[src/design/pnss_pkg.sv]
`default_nettype none
package pnss_pkg;

	localparam int MAX_CHARS = 1024;
	localparam int CHAR_W    = 16;
	localparam int REQ_W     = 2;
	localparam int CUR_W     = 11;
	localparam int SPAN_W    = 10;
	localparam int IDX_W     = $clog2(MAX_CHARS + 1);
	localparam int ADDR_W    = $clog2(MAX_CHARS);
	localparam int WORK_W    = (IDX_W > CUR_W) ? IDX_W : CUR_W;

	typedef logic [CHAR_W-1:0] char_t;
	typedef logic [REQ_W-1:0]  req_t;
	typedef logic [CUR_W-1:0]  cur_t;
	typedef logic [SPAN_W-1:0] span_t;
	typedef logic [ADDR_W-1:0] addr_t;

	localparam req_t REQ_LOAD  = 2'd0;
	localparam req_t REQ_LEFT  = 2'd1;
	localparam req_t REQ_RIGHT = 2'd2;

	localparam char_t CH_DIG_BELOW = 16'd47;
	localparam char_t CH_DIG_ABOVE = 16'd58;
	localparam char_t CH_SPACE     = 16'h0020;
	localparam char_t CH_NBSP      = 16'h00A0;
	localparam char_t CH_LPAR      = 16'h0028;
	localparam char_t CH_RPAR      = 16'h0029;
	localparam char_t CH_PLUS      = 16'h002B;
	localparam char_t CH_STAR      = 16'h002A;
	localparam char_t CH_DASH      = 16'h002D;
	localparam char_t CH_HASH      = 16'h0023;
	localparam char_t CH_SLASH     = 16'h002F;
	localparam char_t CH_DOT       = 16'h002E;

	typedef struct packed {
		logic  en;
		addr_t addr;
		char_t data;
	} pnss_wr_t;

	typedef struct packed {
		logic  found;
		span_t span_start;
		span_t span_end;
	} pnss_res_t;

	function automatic logic is_digit(char_t c);
		return (c > CH_DIG_BELOW) && (c < CH_DIG_ABOVE);
	endfunction

	// prefix characters are a subset of the delimiters
	function automatic logic is_delim(char_t c);
		return (c == CH_SPACE) || (c == CH_NBSP) || (c == CH_LPAR) ||
			(c == CH_RPAR) || (c == CH_PLUS) || (c == CH_STAR) ||
			(c == CH_DASH) || (c == CH_HASH) || (c == CH_SLASH) || (c == CH_DOT);
	endfunction

endpackage
`default_nettype wire

[src/design/pnss_scan_seq.sv]
`default_nettype none
module pnss_scan_seq (
	input  wire logic              clk,
	input  wire logic              arst_n,
	input  wire logic              start,
	input  wire pnss_pkg::req_t    req_type,
	input  wire pnss_pkg::char_t   char_code,
	input  wire logic              starts_string,
	input  wire pnss_pkg::cur_t    cursor_pos,
	input  wire logic              out_free,
	output logic                   busy,
	output logic                   done,
	output pnss_pkg::pnss_res_t    result,
	output pnss_pkg::pnss_wr_t     wr,
	output pnss_pkg::addr_t        rd_addr,
	input  wire pnss_pkg::char_t   rd_data
);
	import pnss_pkg::*;

	localparam logic [3:0] S_IDLE  = 4'd0;
	localparam logic [3:0] S_LW_RD = 4'd1;
	localparam logic [3:0] S_LW_EV = 4'd2;
	localparam logic [3:0] S_LT_RD = 4'd3;
	localparam logic [3:0] S_LT_EV = 4'd4;
	localparam logic [3:0] S_HT_RD = 4'd5;
	localparam logic [3:0] S_HT_EV = 4'd6;
	localparam logic [3:0] S_RW_RD = 4'd7;
	localparam logic [3:0] S_RW_EV = 4'd8;
	localparam logic [3:0] S_RT_RD = 4'd9;
	localparam logic [3:0] S_RT_EV = 4'd10;
	localparam logic [3:0] S_OUT   = 4'd11;

	logic [3:0]       state_q, state_n;
	logic [IDX_W-1:0] len_q, len_n;
	logic [WORK_W-1:0] cur_q, cur_n;
	logic [WORK_W-1:0] cm1_q, cm1_n;
	logic [WORK_W-1:0] lo_q, lo_n;
	logic [WORK_W-1:0] hi_q, hi_n;
	logic [WORK_W-1:0] first_q, first_n;
	logic             first_v_q, first_v_n;
	logic             got_q, got_n;
	pnss_res_t        res_q, res_n;

	logic              sel_hi, dec;
	logic [WORK_W-1:0] idx, step, len_w, cursor_w;
	logic              in_range, dig, vld;
	char_t             c;
	logic [IDX_W-1:0]  base;
	logic              walk_end, left_done;

	// shared index unit: one adder steps whichever pointer is live
	assign sel_hi = (state_q == S_HT_RD) || (state_q == S_HT_EV) ||
		(state_q == S_RW_RD) || (state_q == S_RW_EV) ||
		(state_q == S_RT_RD) || (state_q == S_RT_EV);
	assign dec = (state_q == S_LW_EV) || (state_q == S_HT_EV) || (state_q == S_RT_EV);
	assign idx = sel_hi ? hi_q : lo_q;
	assign step = idx + (dec ? {WORK_W{1'b1}} : WORK_W'(1));

	assign len_w    = WORK_W'(len_q);
	assign cursor_w = WORK_W'(cursor_pos);
	assign in_range = idx < len_w;
	assign c        = in_range ? rd_data : '0;
	assign dig      = is_digit(c);
	assign vld      = dig || is_delim(c);
	assign rd_addr  = idx[ADDR_W-1:0];
	assign base     = starts_string ? '0 : len_q;

	always_comb begin
		state_n   = state_q;
		len_n     = len_q;
		cur_n     = cur_q;
		cm1_n     = cm1_q;
		lo_n      = lo_q;
		hi_n      = hi_q;
		first_n   = first_q;
		first_v_n = first_v_q;
		got_n     = got_q;
		res_n     = res_q;
		walk_end  = 1'b0;
		left_done = 1'b0;
		done      = 1'b0;
		wr.en     = 1'b0;
		wr.addr   = base[ADDR_W-1:0];
		wr.data   = char_code;

		unique case (state_q)
			S_IDLE: begin
				if (start) begin
					cur_n     = cursor_w;
					cm1_n     = cursor_w - WORK_W'(1);
					lo_n      = cursor_w - WORK_W'(1);
					hi_n      = cursor_w;
					first_v_n = 1'b0;
					got_n     = 1'b0;
					unique case (req_type)
						REQ_LOAD: begin
							if (base < IDX_W'(MAX_CHARS)) begin
								wr.en = 1'b1;
								len_n = base + IDX_W'(1);
							end else begin
								len_n = base;
							end
						end
						REQ_LEFT: begin
							if ((cursor_w == '0) || (cursor_w > len_w)) begin
								res_n   = '0;
								state_n = S_OUT;
							end else begin
								state_n = S_LW_RD;
							end
						end
						REQ_RIGHT: begin
							if (cursor_w >= len_w) begin
								res_n   = '0;
								state_n = S_OUT;
							end else begin
								state_n = S_RW_RD;
							end
						end
						default: begin
						end
					endcase
				end
			end
			S_LW_RD: state_n = S_LW_EV;
			S_LW_EV: begin
				if (vld) begin
					if (!first_v_q) begin
						first_n   = lo_q;
						first_v_n = 1'b1;
					end
					if (dig) got_n = 1'b1;
					if (lo_q == '0) begin
						// ran off the start; index 0 is valid, so it counts
						walk_end = 1'b1;
						got_n    = 1'b1;
					end else begin
						lo_n    = step;
						state_n = S_LW_RD;
					end
				end else if (got_q) begin
					walk_end = 1'b1;
				end else if ((lo_q == cm1_q) && (lo_q != '0)) begin
					// one stray character allowed right at the cursor
					lo_n    = step;
					state_n = S_LW_RD;
				end else begin
					walk_end = 1'b1;
				end
				if (walk_end) begin
					if (!got_n) begin
						res_n   = '0;
						state_n = S_OUT;
					end else begin
						hi_n    = first_v_n ? first_n : cm1_q;
						state_n = S_LT_RD;
					end
				end
			end
			S_LT_RD: state_n = S_LT_EV;
			S_LT_EV: begin
				if (!vld) begin
					lo_n = step;
				end
				if (!vld && (step < cur_q)) begin
					state_n = S_LT_RD;
				end else if (hi_q > lo_n) begin
					state_n = S_HT_RD;
				end else begin
					left_done = 1'b1;
				end
			end
			S_HT_RD: state_n = S_HT_EV;
			S_HT_EV: begin
				if (!vld) begin
					hi_n = step;
				end
				if (!vld && (step > lo_q)) begin
					state_n = S_HT_RD;
				end else begin
					left_done = 1'b1;
				end
			end
			S_RW_RD: state_n = S_RW_EV;
			S_RW_EV: begin
				if (vld) begin
					if (dig) got_n = 1'b1;
					hi_n    = step;
					state_n = (step < len_w) ? S_RW_RD : S_RT_RD;
				end else begin
					state_n = S_RT_RD;
				end
			end
			S_RT_RD: state_n = S_RT_EV;
			S_RT_EV: begin
				if (dig) begin
					res_n.found      = 1'b1;
					res_n.span_start = cur_q[SPAN_W-1:0];
					res_n.span_end   = hi_q[SPAN_W-1:0];
					state_n          = S_OUT;
				end else if (hi_q == cur_q) begin
					res_n   = '0;
					state_n = S_OUT;
				end else begin
					hi_n    = step;
					state_n = S_RT_RD;
				end
			end
			S_OUT: begin
				if (out_free) begin
					done    = 1'b1;
					state_n = S_IDLE;
				end
			end
			default: state_n = S_IDLE;
		endcase

		if (left_done) begin
			res_n.found      = 1'b1;
			res_n.span_start = lo_n[SPAN_W-1:0];
			res_n.span_end   = hi_n[SPAN_W-1:0];
			state_n          = S_OUT;
		end
	end

	always_ff @(posedge clk or negedge arst_n) begin
		if (!arst_n) begin
			state_q <= S_IDLE;
			len_q   <= '0;
		end else begin
			state_q <= state_n;
			len_q   <= len_n;
		end
	end

	always_ff @(posedge clk) begin
		cur_q     <= cur_n;
		cm1_q     <= cm1_n;
		lo_q      <= lo_n;
		hi_q      <= hi_n;
		first_q   <= first_n;
		first_v_q <= first_v_n;
		got_q     <= got_n;
		res_q     <= res_n;
	end

	assign busy   = (state_q != S_IDLE);
	assign result = res_q;

endmodule
`default_nettype wire

[config.mk]
export PLATFORM = sky130hd
export DESIGN_NAME = pnss_scan_seq
export DESIGN_NICKNAME = d
export VERILOG_FILES = /design/src/design/pnss_pkg.sv /design/src/design/pnss_scan_seq.sv
export SDC_FILE = /design/constraint.sdc
export NUM_CORES = 1
export LEC_CHECK = 0
export ABC_AREA = 1
export BUFFER_PORTS_ARGS = -buffer_cell sky130_fd_sc_hd__buf_4
export CAP_MARGIN = 0
export CORE_ASPECT_RATIO = 0.8
export CORE_MARGIN = 5
export CORE_UTILIZATION = 45
export DETAILED_ROUTE_END_ITERATION = 6
export PLACE_DENSITY = 0.73
export SLEW_MARGIN = 10
export SYNTH_ARGS = -nofsm -noshare
export SYNTH_HDL_FRONTEND = slang
export SYNTH_SLANG_ARGS = --single-unit
[constraint.sdc]
create_clock -name clk -period 6.6 [get_ports clk]
set_input_delay 1.32 -clock clk [delete_from_list [all_inputs] [get_ports clk]]
set_output_delay 1.32 -clock clk [all_outputs]
set_load 0.005 [all_outputs]
Word level (Yosys, flattened, before mapping)
Cells that the tools add are included.
Widths: inputs -> output; s select.
{"block": "word_totals", "wordCells": 203, "register_bits": 93}
{"block": "op_classes", "n_reduce_logical": 44, "magnitude_cmp": 10, "n_eq_ne": 53, "add_sub_neg": 3, "mux": 79}
{"operator": "$mux 11", "count": 21}
{"operator": "$mux 21", "count": 7}
{"operator": "$eq 16x6->1 const B", "count": 9}
{"operator": "$mux 4", "count": 16}
{"operator": "$pmux 21 s3", "count": 1}
{"operator": "$pmux 11 s5", "count": 1}
{"operator": "$pmux 4 s12", "count": 1}
{"operator": "$pmux 21 s2", "count": 1}
{"operator": "$gt 11x11->1", "count": 3}
{"operator": "$lt 11x11->1", "count": 3}
{"operator": "$pmux 11 s3", "count": 1}
{"operator": "$reduce_and 8->1", "count": 4}
{"operator": "$eq 11x11->1", "count": 2}
{"operator": "$logic_not 11->1", "count": 2}
{"operator": "$mux 1", "count": 22}
{"operator": "$ne 3x3->1 const B", "count": 7}
{"operator": "$mux 20", "count": 1}
{"operator": "$logic_or 1x1->1", "count": 18}
{"operator": "$eq 16x8->1 const B", "count": 1}
{"operator": "$eq 4x3->1 const B", "count": 4}
{"operator": "$eq 4x4->1 const B", "count": 4}
{"operator": "$gt 16x6->1 const B", "count": 1}
{"operator": "$lt 16x6->1 const B", "count": 1}
{"operator": "$mux 16", "count": 1}
{"operator": "other kinds (34)", "count": 57}

Longest topological paths before layout
Gate-level depths: netlist of the first run.
{"block": "depth", "ltp_word": 28, "depth_mapped": 33, "mapped_depth_nobuf": 30}

Worst setup path after synthesis of the first run
Ideal clock, no wire load.
{"block": "synth_timing", "path_kind": "register to register", "startpoint": "reg state_q[3]", "endpoint": "reg res_q (netlist bit result[0]), enable pin", "path_slack_ns": 1.628, "setup_time_ns": 0.377, "stages_incl_launch_ff": 29, "path_buffers": 2, "arrival_time_ns": 4.595, "path_cell_list": "dfrtp_1 -> nor2_2 -> nand2_2 -> nand2_2 -> clkbuf_1 -> clkbuf_1 -> o21ai_0 -> ha_1 -> a21o_1 -> nand3_1 -> nand2_1 -> a21oi_1 -> o21ai_0 -> nand2_1 -> nand2_1 -> a21oi_1 -> xnor2_1 -> nand2_1 -> o21ai_0 -> inv_1 -> ha_1 -> nand2_1 -> nor4_1 -> nand3_1 -> nand2_1 -> nand3_2 -> nand2_2 -> inv_1 -> nand2_1"}
{"block": "synth_between", "elab_chain_cells": 28, "elab_cells_between_ends": 71, "classes_between": "1 x add/sub; 6 x order compare; 25 x eq/ne; 15 x mux; 24 x reduce/logical"}
{"item": "from (decl)", "line_no": "pnss_scan_seq.sv:33", "rtl": "logic [3:0] state_q, state_n;"}
{"item": "from (signal assigned)", "line_no": "pnss_scan_seq.sv:231", "rtl": "state_q <= state_n;"}
{"item": "$eq 4x3->1", "line_no": "pnss_scan_seq.sv:52", "rtl": "assign sel_hi = (state_q == S_HT_RD) || (state_q == S_HT_EV) ||"}
{"item": "$logic_or 1x1->1 (2 in a row)", "line_no": "pnss_scan_seq.sv:52"}
{"item": "$logic_or 1x1->1 (2 in a row)", "line_no": "pnss_scan_seq.sv:53", "rtl": "(state_q == S_RW_RD) || (state_q == S_RW_EV) ||"}
{"item": "$logic_or 1x1->1 (*)", "line_no": "pnss_scan_seq.sv:54", "rtl": "(state_q == S_RT_RD) || (state_q == S_RT_EV);"}
{"item": "$mux 11 (*)", "line_no": "pnss_scan_seq.sv:56", "rtl": "assign idx = sel_hi ? hi_q : lo_q;"}
{"item": "via rd_addr[3]", "line_no": "pnss_scan_seq.sv:15", "rtl": "output pnss_pkg::addr_t rd_addr,"}
{"item": "$lt 11x11->1", "line_no": "pnss_scan_seq.sv:61", "rtl": "assign in_range = idx < len_w;"}
{"item": "$mux 16", "line_no": "pnss_scan_seq.sv:62", "rtl": "assign c = in_range ? rd_data : '0;"}
{"item": "[... 11 more ...]"}
{"item": "$mux 11", "line_no": "pnss_scan_seq.sv:162", "rtl": "if (!vld) begin"}
{"item": "$mux 11", "line_no": "pnss_scan_seq.sv:86", "rtl": "unique case (state_q)"}
{"item": "$gt 11x11->1", "line_no": "pnss_scan_seq.sv:167", "rtl": "end else if (hi_q > lo_n) begin"}
{"item": "$mux 1", "line_no": "pnss_scan_seq.sv:167"}
{"item": "$mux 1", "line_no": "pnss_scan_seq.sv:165", "rtl": "if (!vld && (step < cur_q)) begin"}
{"item": "$pmux 1 s2", "line_no": "pnss_scan_seq.sv:86"}
{"item": "$ne 4x4->1 (no line), or another cell as far along"}
{"item": "$reduce_and 8->1 (no line) (*)"}
{"item": "to (signal assigned)", "line_no": "pnss_scan_seq.sv:244", "rtl": "res_q <= res_n;"}
{"item": "to (decl)", "line_no": "pnss_scan_seq.sv:42", "rtl": "pnss_res_t res_q, res_n;"}
The timed path passes the listed nets; every way through them passes the cells marked *. The select of a mux whose other input is x is not followed.
A chain may end at the register's enable or synchronous reset.

Worst setup path in the final report of the first run
{"block": "layout_timing", "startpoint": "reg state_q[1]", "endpoint": "reg res_q (netlist bit result[7]), enable pin"}
{"block": "layout_between", "elab_chain_cells": 28, "elab_cells_between_ends": 71, "classes_between": "1 x add/sub; 6 x order compare; 25 x eq/ne; 15 x mux; 24 x reduce/logical"}
{"item": "$eq 4x3->1 (on tied branches)", "line_no": "pnss_scan_seq.sv:52, pnss_scan_seq.sv:55, pnss_scan_seq.sv:86"}
{"item": "$logic_or 1x1->1 (2 in a row)", "line_no": "pnss_scan_seq.sv:52"}
{"item": "$logic_or 1x1->1 (2 in a row)", "line_no": "pnss_scan_seq.sv:53"}
{"item": "$logic_or 1x1->1", "line_no": "pnss_scan_seq.sv:54"}
{"item": "$mux 11", "line_no": "pnss_scan_seq.sv:56"}
{"item": "$lt 11x11->1", "line_no": "pnss_scan_seq.sv:61"}
{"item": "$mux 16", "line_no": "pnss_scan_seq.sv:62"}
{"item": "$eq 16x6->1 or $eq 16x8->1 (tied branches)", "line_no": "pnss_pkg.sv:54", "rtl": "return (c == CH_SPACE) || (c == CH_NBSP) || (c == CH_LPAR) ||"}
{"item": "[... 10 more ...]"}
{"item": "$mux 11", "line_no": "pnss_scan_seq.sv:162"}
{"item": "$mux 11", "line_no": "pnss_scan_seq.sv:86"}
{"item": "$gt 11x11->1", "line_no": "pnss_scan_seq.sv:167"}
{"item": "$mux 1", "line_no": "pnss_scan_seq.sv:167"}
{"item": "$mux 1", "line_no": "pnss_scan_seq.sv:165"}
{"item": "$pmux 1 s2", "line_no": "pnss_scan_seq.sv:86"}
{"item": "$ne 4x4->1 (no line), or another cell as far along"}
{"item": "$reduce_and 8->1 (no line) (*)"}
Mark *: on every way between the ends. The rest lies on a longest branch, timed or not. The select of a mux whose other input is x is not followed.

==> summary.md, run 1 <==
| Metric | Value |
|---|---|
| Top-Level Pins | 110 |
| Die area | 20900 um2 |
| First-pass GRT wire length | 44100 um |
| Die Y | 130 um |
| Slew HR | 30.9% |
| Clock tree buffer depth | 2 |
| Core Area | 17900 um2 |
| Clock slew at reported path FFs | 0.08 ns |
| CTS tree | yes |
| Slowest stage delay, CP | 0.54 ns |
| Sequential share of the synthesized area | 30.9% |
| Initial Util | 45.3% |
| H-tree levels | 3 |
| CP endpoint kind | flip-flop |
| Most Frequent Cell on Critical Path | nand2_1 |
| Worst-margin pin slew | 1.03 ns |
| Iter 0 DRT Violations | 1088 |
| Post-CTS Setup Repair Bufs | 0 |
| First drt pass iteration count | 6 |
| Outcome | finished, final reports clean |
| Final Max Slew Viols | 0 |
| Startpoint of the worst hold path | result[20] |
| Routed Antenna Nets | 0 |
| Antenna cell count | 0 |
| Worst endpoint required time | 6.63 ns |
| Cts bufs inserted | 9 |
| GP Congestion | 1.01 |
| Crit path kind | flip-flop to flip-flop |
| Detailed Place HPWL | 23100 um |
| CP Launch Point | state_q[1] |
| Yosys warns | 0 |
| Worst-Skew Late Latency | 0.38 ns |
| Clock sinks | 93 |
| Hold path depth | 2 |
| Fin crit period | 5.89 ns |
| Num rows | 44 |
| Cell count after synthesis | 1110 |
| Initial antenna violation count | 0 |
| Wire per inst | 20.9 um |
| Largest net degree at the start of global routing | 40 |
| CP Max Fanout | 31 |
| Crit share post-route | 89.3% |
| Final Hold Viols | 0 |
| Post-route clock skew | 0.0158 ns |
| P&R area growth vs syn | 13.1% |
| Layout Nets | 1304 |
| Max-Cap Viols | 0 |
| Setup violations, final | 0 |
| Layout cells sized above 1 | 14.7% |
| Number of global-route vias before repair | 7504 |
| Post-Syn Nets | 1235 |
| Drt total wl | 29500 um |
| Post-Syn Area per Cell | 7.32 um2 |
| Number of buffers inserted by hold repair at cts | 0 |
| Fillers | 1759 |
| Slowest-stage cell, CP | o21ai_0 |
| DRC viols | 0 |
| Most common cell after layout, fill and taps aside | nand2_1 |
| Via density | 5.75 |
| Die span in x | 160 um |
| Max Fclk | 170 MHz |
| IO buf count | 77 |
| RSZ-0062 raised after global routing | false |
| Asr flop ratio synth | 16.1% |
| CTS root buf | clkbuf_16 |
| R2R depth | 29 |
| Post-synth EDFFs | 57 |
| GRT Total Usage | 27.9% |
| Flops & latches, synth | 93 |
| Commonest non-fill, non-tap cells in the layout | nand2_1 (251), inv_1 (138), nor2_1 (120) |
| Tightest Hold Check Type | flip-flop to flip-flop |
| Post-synthesis cell area | 8120 um2 |
| Post-synth cell types | 59 |
| CP arrival | 5.93 ns |
| Origin of the critical flop-to-flop path | state_q[1] |
| GRT overflow | 0 |
| Via count | 8136 |
| Crit start category | flip-flop |
| Ys flop type | edfxtp_1 |
| Post-CTS Resized | 0 |
| Setup TNS | 0 ns |
==> final timing paths <==
| kind | end | slack, ns |
|---|---|---|
| setup / recovery | result[7] | 0.71 |
| hold / removal | result[20] | 0.50 |
| setup reg to reg | result[7] | 0.71 |
| hold reg to reg | result[20] | 0.50 |
| max in group asynchronous | state_q[2] | 5.62 |
| min in group asynchronous | state_q[3] | 0.79 |
==> Yosys cell counts (18+ instances only) <==
cell | count | area (um2)
nand2_1 | 251 | 942
inv_1 | 138 | 518
nor2_1 | 121 | 454
ha_1 | 74 | 926
nand3_1 | 65 | 325
edfxtp_1 | 57 | 1710
a21oi_1 | 51 | 255
o21ai_0 | 49 | 245
o21ai_1 | 29 | 145
nand4_1 | 26 | 163
xor2_1 | 26 | 228
dfxtp_1 | 21 | 420
buf_4 | 18 | 135
==> final cells by class <==
class / instances / area [um2] / area share, %
clock buffer: 9 / 225 / 2.45
clock inverter: 7 / 96.3 / 1.05
inverter: 151 / 567 / 6.17
multi-input combinational: 830 / 4800 / 52.2
sequential: 93 / 2510 / 27.3
tap: 230 / 288 / 3.13
timing repair buffer: 94 / 706 / 7.68
==> metrics by stage <==
stage	utilization, %	cell area, um2	std cells	hold WS, ns	worst slack, ns
floorplan	-	8120	1110	0.453	1.63
global placement	49.4	8870	1398	0.490	1.07
detailed placement	49.4	8870	1398	0.492	0.867
CTS	51.2	9190	1414	0.505	0.791
global route	51.2	9190	1414	0.541	0.117
finish	51.2	9190	1414	0.497	0.707
==> kinds of logic (layout without fill, tap and decap cells) <==
logic type,count (synthesis),count (layout),synth area share (%)
AND/OR/NAND/NOR,529,529,29.6
AO/OA/AOI/OAI,190,190,13.9
buffers and inverters,187,261,10.1
flip-flops,93,93,30.9
adder cells (fa/ha/maj),75,75,11.6
XOR/XNOR,36,36,3.97
==> flip-flops by register name (all words and copies together) (netlist names) <==
name,cells
cm1_q,11
cur_q,11
first_q,11
first_v_q,1
got_q,1
hi_q,11
len_q,11
lo_q,11
result,21
state_q,4
==> routing by layer <==
metal | wire (um) | vias to the layer above | global-route usage (%) | part of all wire [%]
li1 | - | 3847 | - | -
met2 | 12100 | 524 | 40.7 | 41
met5 | 0 | - | 0 | 0
met3 | 4160 | 65 | 9.76 | 14
met4 | 808 | 0 | 7.79 | 2.7
met1 | 12400 | 3700 | 39.3 | 42
==> worst max-delay path: cells and delay by family, from the launching register on <==
kind                       cells  cell delay, ns
AOI/OAI and AO/OA             11            1.80
DFF                            1            0.41
and+or+nand+nor               12            1.81
adders and majority gates      2            0.65
buffers and inverters          4            0.85
Power of run 1 is not shown: default switching activity piles up to over one toggle a cycle in this logic, so the estimate is an artifact.
==> run 2: changes to the inputs <==
Settings changed: CORE_ASPECT_RATIO 0.8 to not set.
==> run 2 against run 1 <==
Effect of this change: final cell count about the same; wire length is 3.9% higher; die area is essentially flat; setup slack gained 0.17 ns; clock skew is 0.0053 ns lower; highest routed layer unchanged; critical path depth is the same.
==> summary.md, run 2 (same netlist as run 1, synthesis figures left out) <==
| Metric | Value |
|---|---|
| Outcome | finished, final reports clean |
| RSZ-0062 raised after global routing | false |
| CP Max Fanout | 21 |
| First drt pass iteration count | 5 |
| Via count | 8209 |
| Post-CTS Setup Repair Bufs | 0 |
| Num rows | 49 |
| Die Y | 144 um |
| Routed Antenna Nets | 0 |
| Largest net degree at the start of global routing | 40 |
| CP endpoint kind | flip-flop |
| Crit path kind | flip-flop to flip-flop |
| Layout cells sized above 1 | 14.7% |
| Die span in x | 144 um |
| Initial antenna violation count | 0 |
| Final Hold Viols | 0 |
| Slew HR | 22.4% |
| GP Congestion | 1.04 |
| GRT Total Usage | 29.3% |
| CTS tree | yes |
| P&R area growth vs syn | 12.7% |
| Clock sinks | 93 |
| Max FFs per register | 21 |
| Drt total wl | 30700 um |
| GRT overflow | 0 |
| Core Area | 17800 um2 |
| Clock slew at reported path FFs | 0.08 ns |
| First-pass GRT wire length | 45100 um |
| Worst-margin pin slew | 1.15 ns |
| Setup violations, final | 0 |
| Max-Cap Viols | 0 |
| Iter 0 DRT Violations | 836 |
| H-tree levels | 3 |
| Most common cell after layout, fill and taps aside | nand2_1 |
| Worst endpoint required time | 6.69 ns |
| Post-CTS Resized | 0 |
| DRC viols | 0 |
| Detailed Place HPWL | 24200 um |
| Hold path depth | 2 |
| R2R depth | 29 |
| Max Fclk | 175 MHz |
| Commonest non-fill, non-tap cells in the layout | nand2_1 (251), inv_1 (138), nor2_1 (120) |
| Tightest Hold Check Type | flip-flop to flip-flop |
| Setup TNS | 0 ns |
| Number of global-route vias before repair | 7781 |
| Clock tree buffer depth | 2 |
| Slowest stage delay, CP | 0.52 ns |
| Top-Level Pins | 110 |
| Most Frequent Cell on Critical Path | nand2_1 |
| Number of buffers inserted by hold repair at cts | 0 |
| CP arrival | 5.82 ns |
| Crit share post-route | 86.8% |
| Slowest-stage cell, CP | o21ai_0 |
| Fin crit period | 5.73 ns |
| Worst-Skew Late Latency | 0.37 ns |
| Post-route clock skew | 0.0105 ns |
| Crit start category | flip-flop |
| Fillers | 1768 |
| Wire per inst | 21.7 um |
| Footprint of the multi-input gates | 4800 um2 |
| Antenna cell count | 0 |
| Die area | 20800 um2 |
| CTS root buf | clkbuf_16 |
| Final Max Slew Viols | 0 |
| Layout Nets | 1304 |
| Initial Util | 45.5% |
| IO buf count | 77 |
| Via density | 5.81 |
| Register area | 2510 um2 |
| Cts bufs inserted | 9 |
## run 2: worst paths after layout
check / slack, ns / to / startpoint
max: 0.87 / result[12] / state_q[1]
min: 0.49 / result[20] / result[20]
max reg2reg: 0.87 / result[12] / state_q[1]
min reg2reg: 0.49 / result[20] / result[20]
max in group asynchronous: 5.62 / state_q[3] / arst_n
min in group asynchronous: 0.80 / state_q[2] / arst_n
## run 2: layer usage
metal / routed length (um) / vias to the layer above / GRT usage [%]
met1: 12000 / 3780 / 36.7
met2: 13800 / 460 / 47.1
met5: 0 / - / 0
met3: 3090 / 114 / 7.04
li1: - / 3855 / -
met4: 1740 / 0 / 15.1
## run 2: area by class of cell
class | count | share of cell area (%)
Inverter | 151 | 6.19
Timing Repair Buffer | 94 | 7.70
Clock buffer | 9 | 2.46
Sequential cell | 93 | 27.4
Clock inverter | 7 | 0.710
Multi-Input combinational cell | 830 | 52.4
Tap cell | 229 | 3.13
## run 2: critical path: cells and delay by family (launching register included)
family	cells	cell delay [ns]
AOI/OAI and AO/OA	11	1.87
and+or+nand+nor	12	1.74
buffers and inverters	4	0.73
adders and majority gates	2	0.66
DFF	1	0.41
## run 2: metrics by stage
step	utilization [%]	setup WS [ns]	instances	area, um2	hold slack (ns)
final	51.3	0.873	1413	9160	0.485
after global routing	51.3	0.472	1413	9160	0.493
after CTS	51.3	1.02	1413	9160	0.487
after detailed placement	49.7	1.04	1397	8870	0.468
after global placement	49.7	1.17	1397	8870	0.463
after floorplan	-	1.63	1110	8120	0.453
Power of run 2 is left out for the same reason.
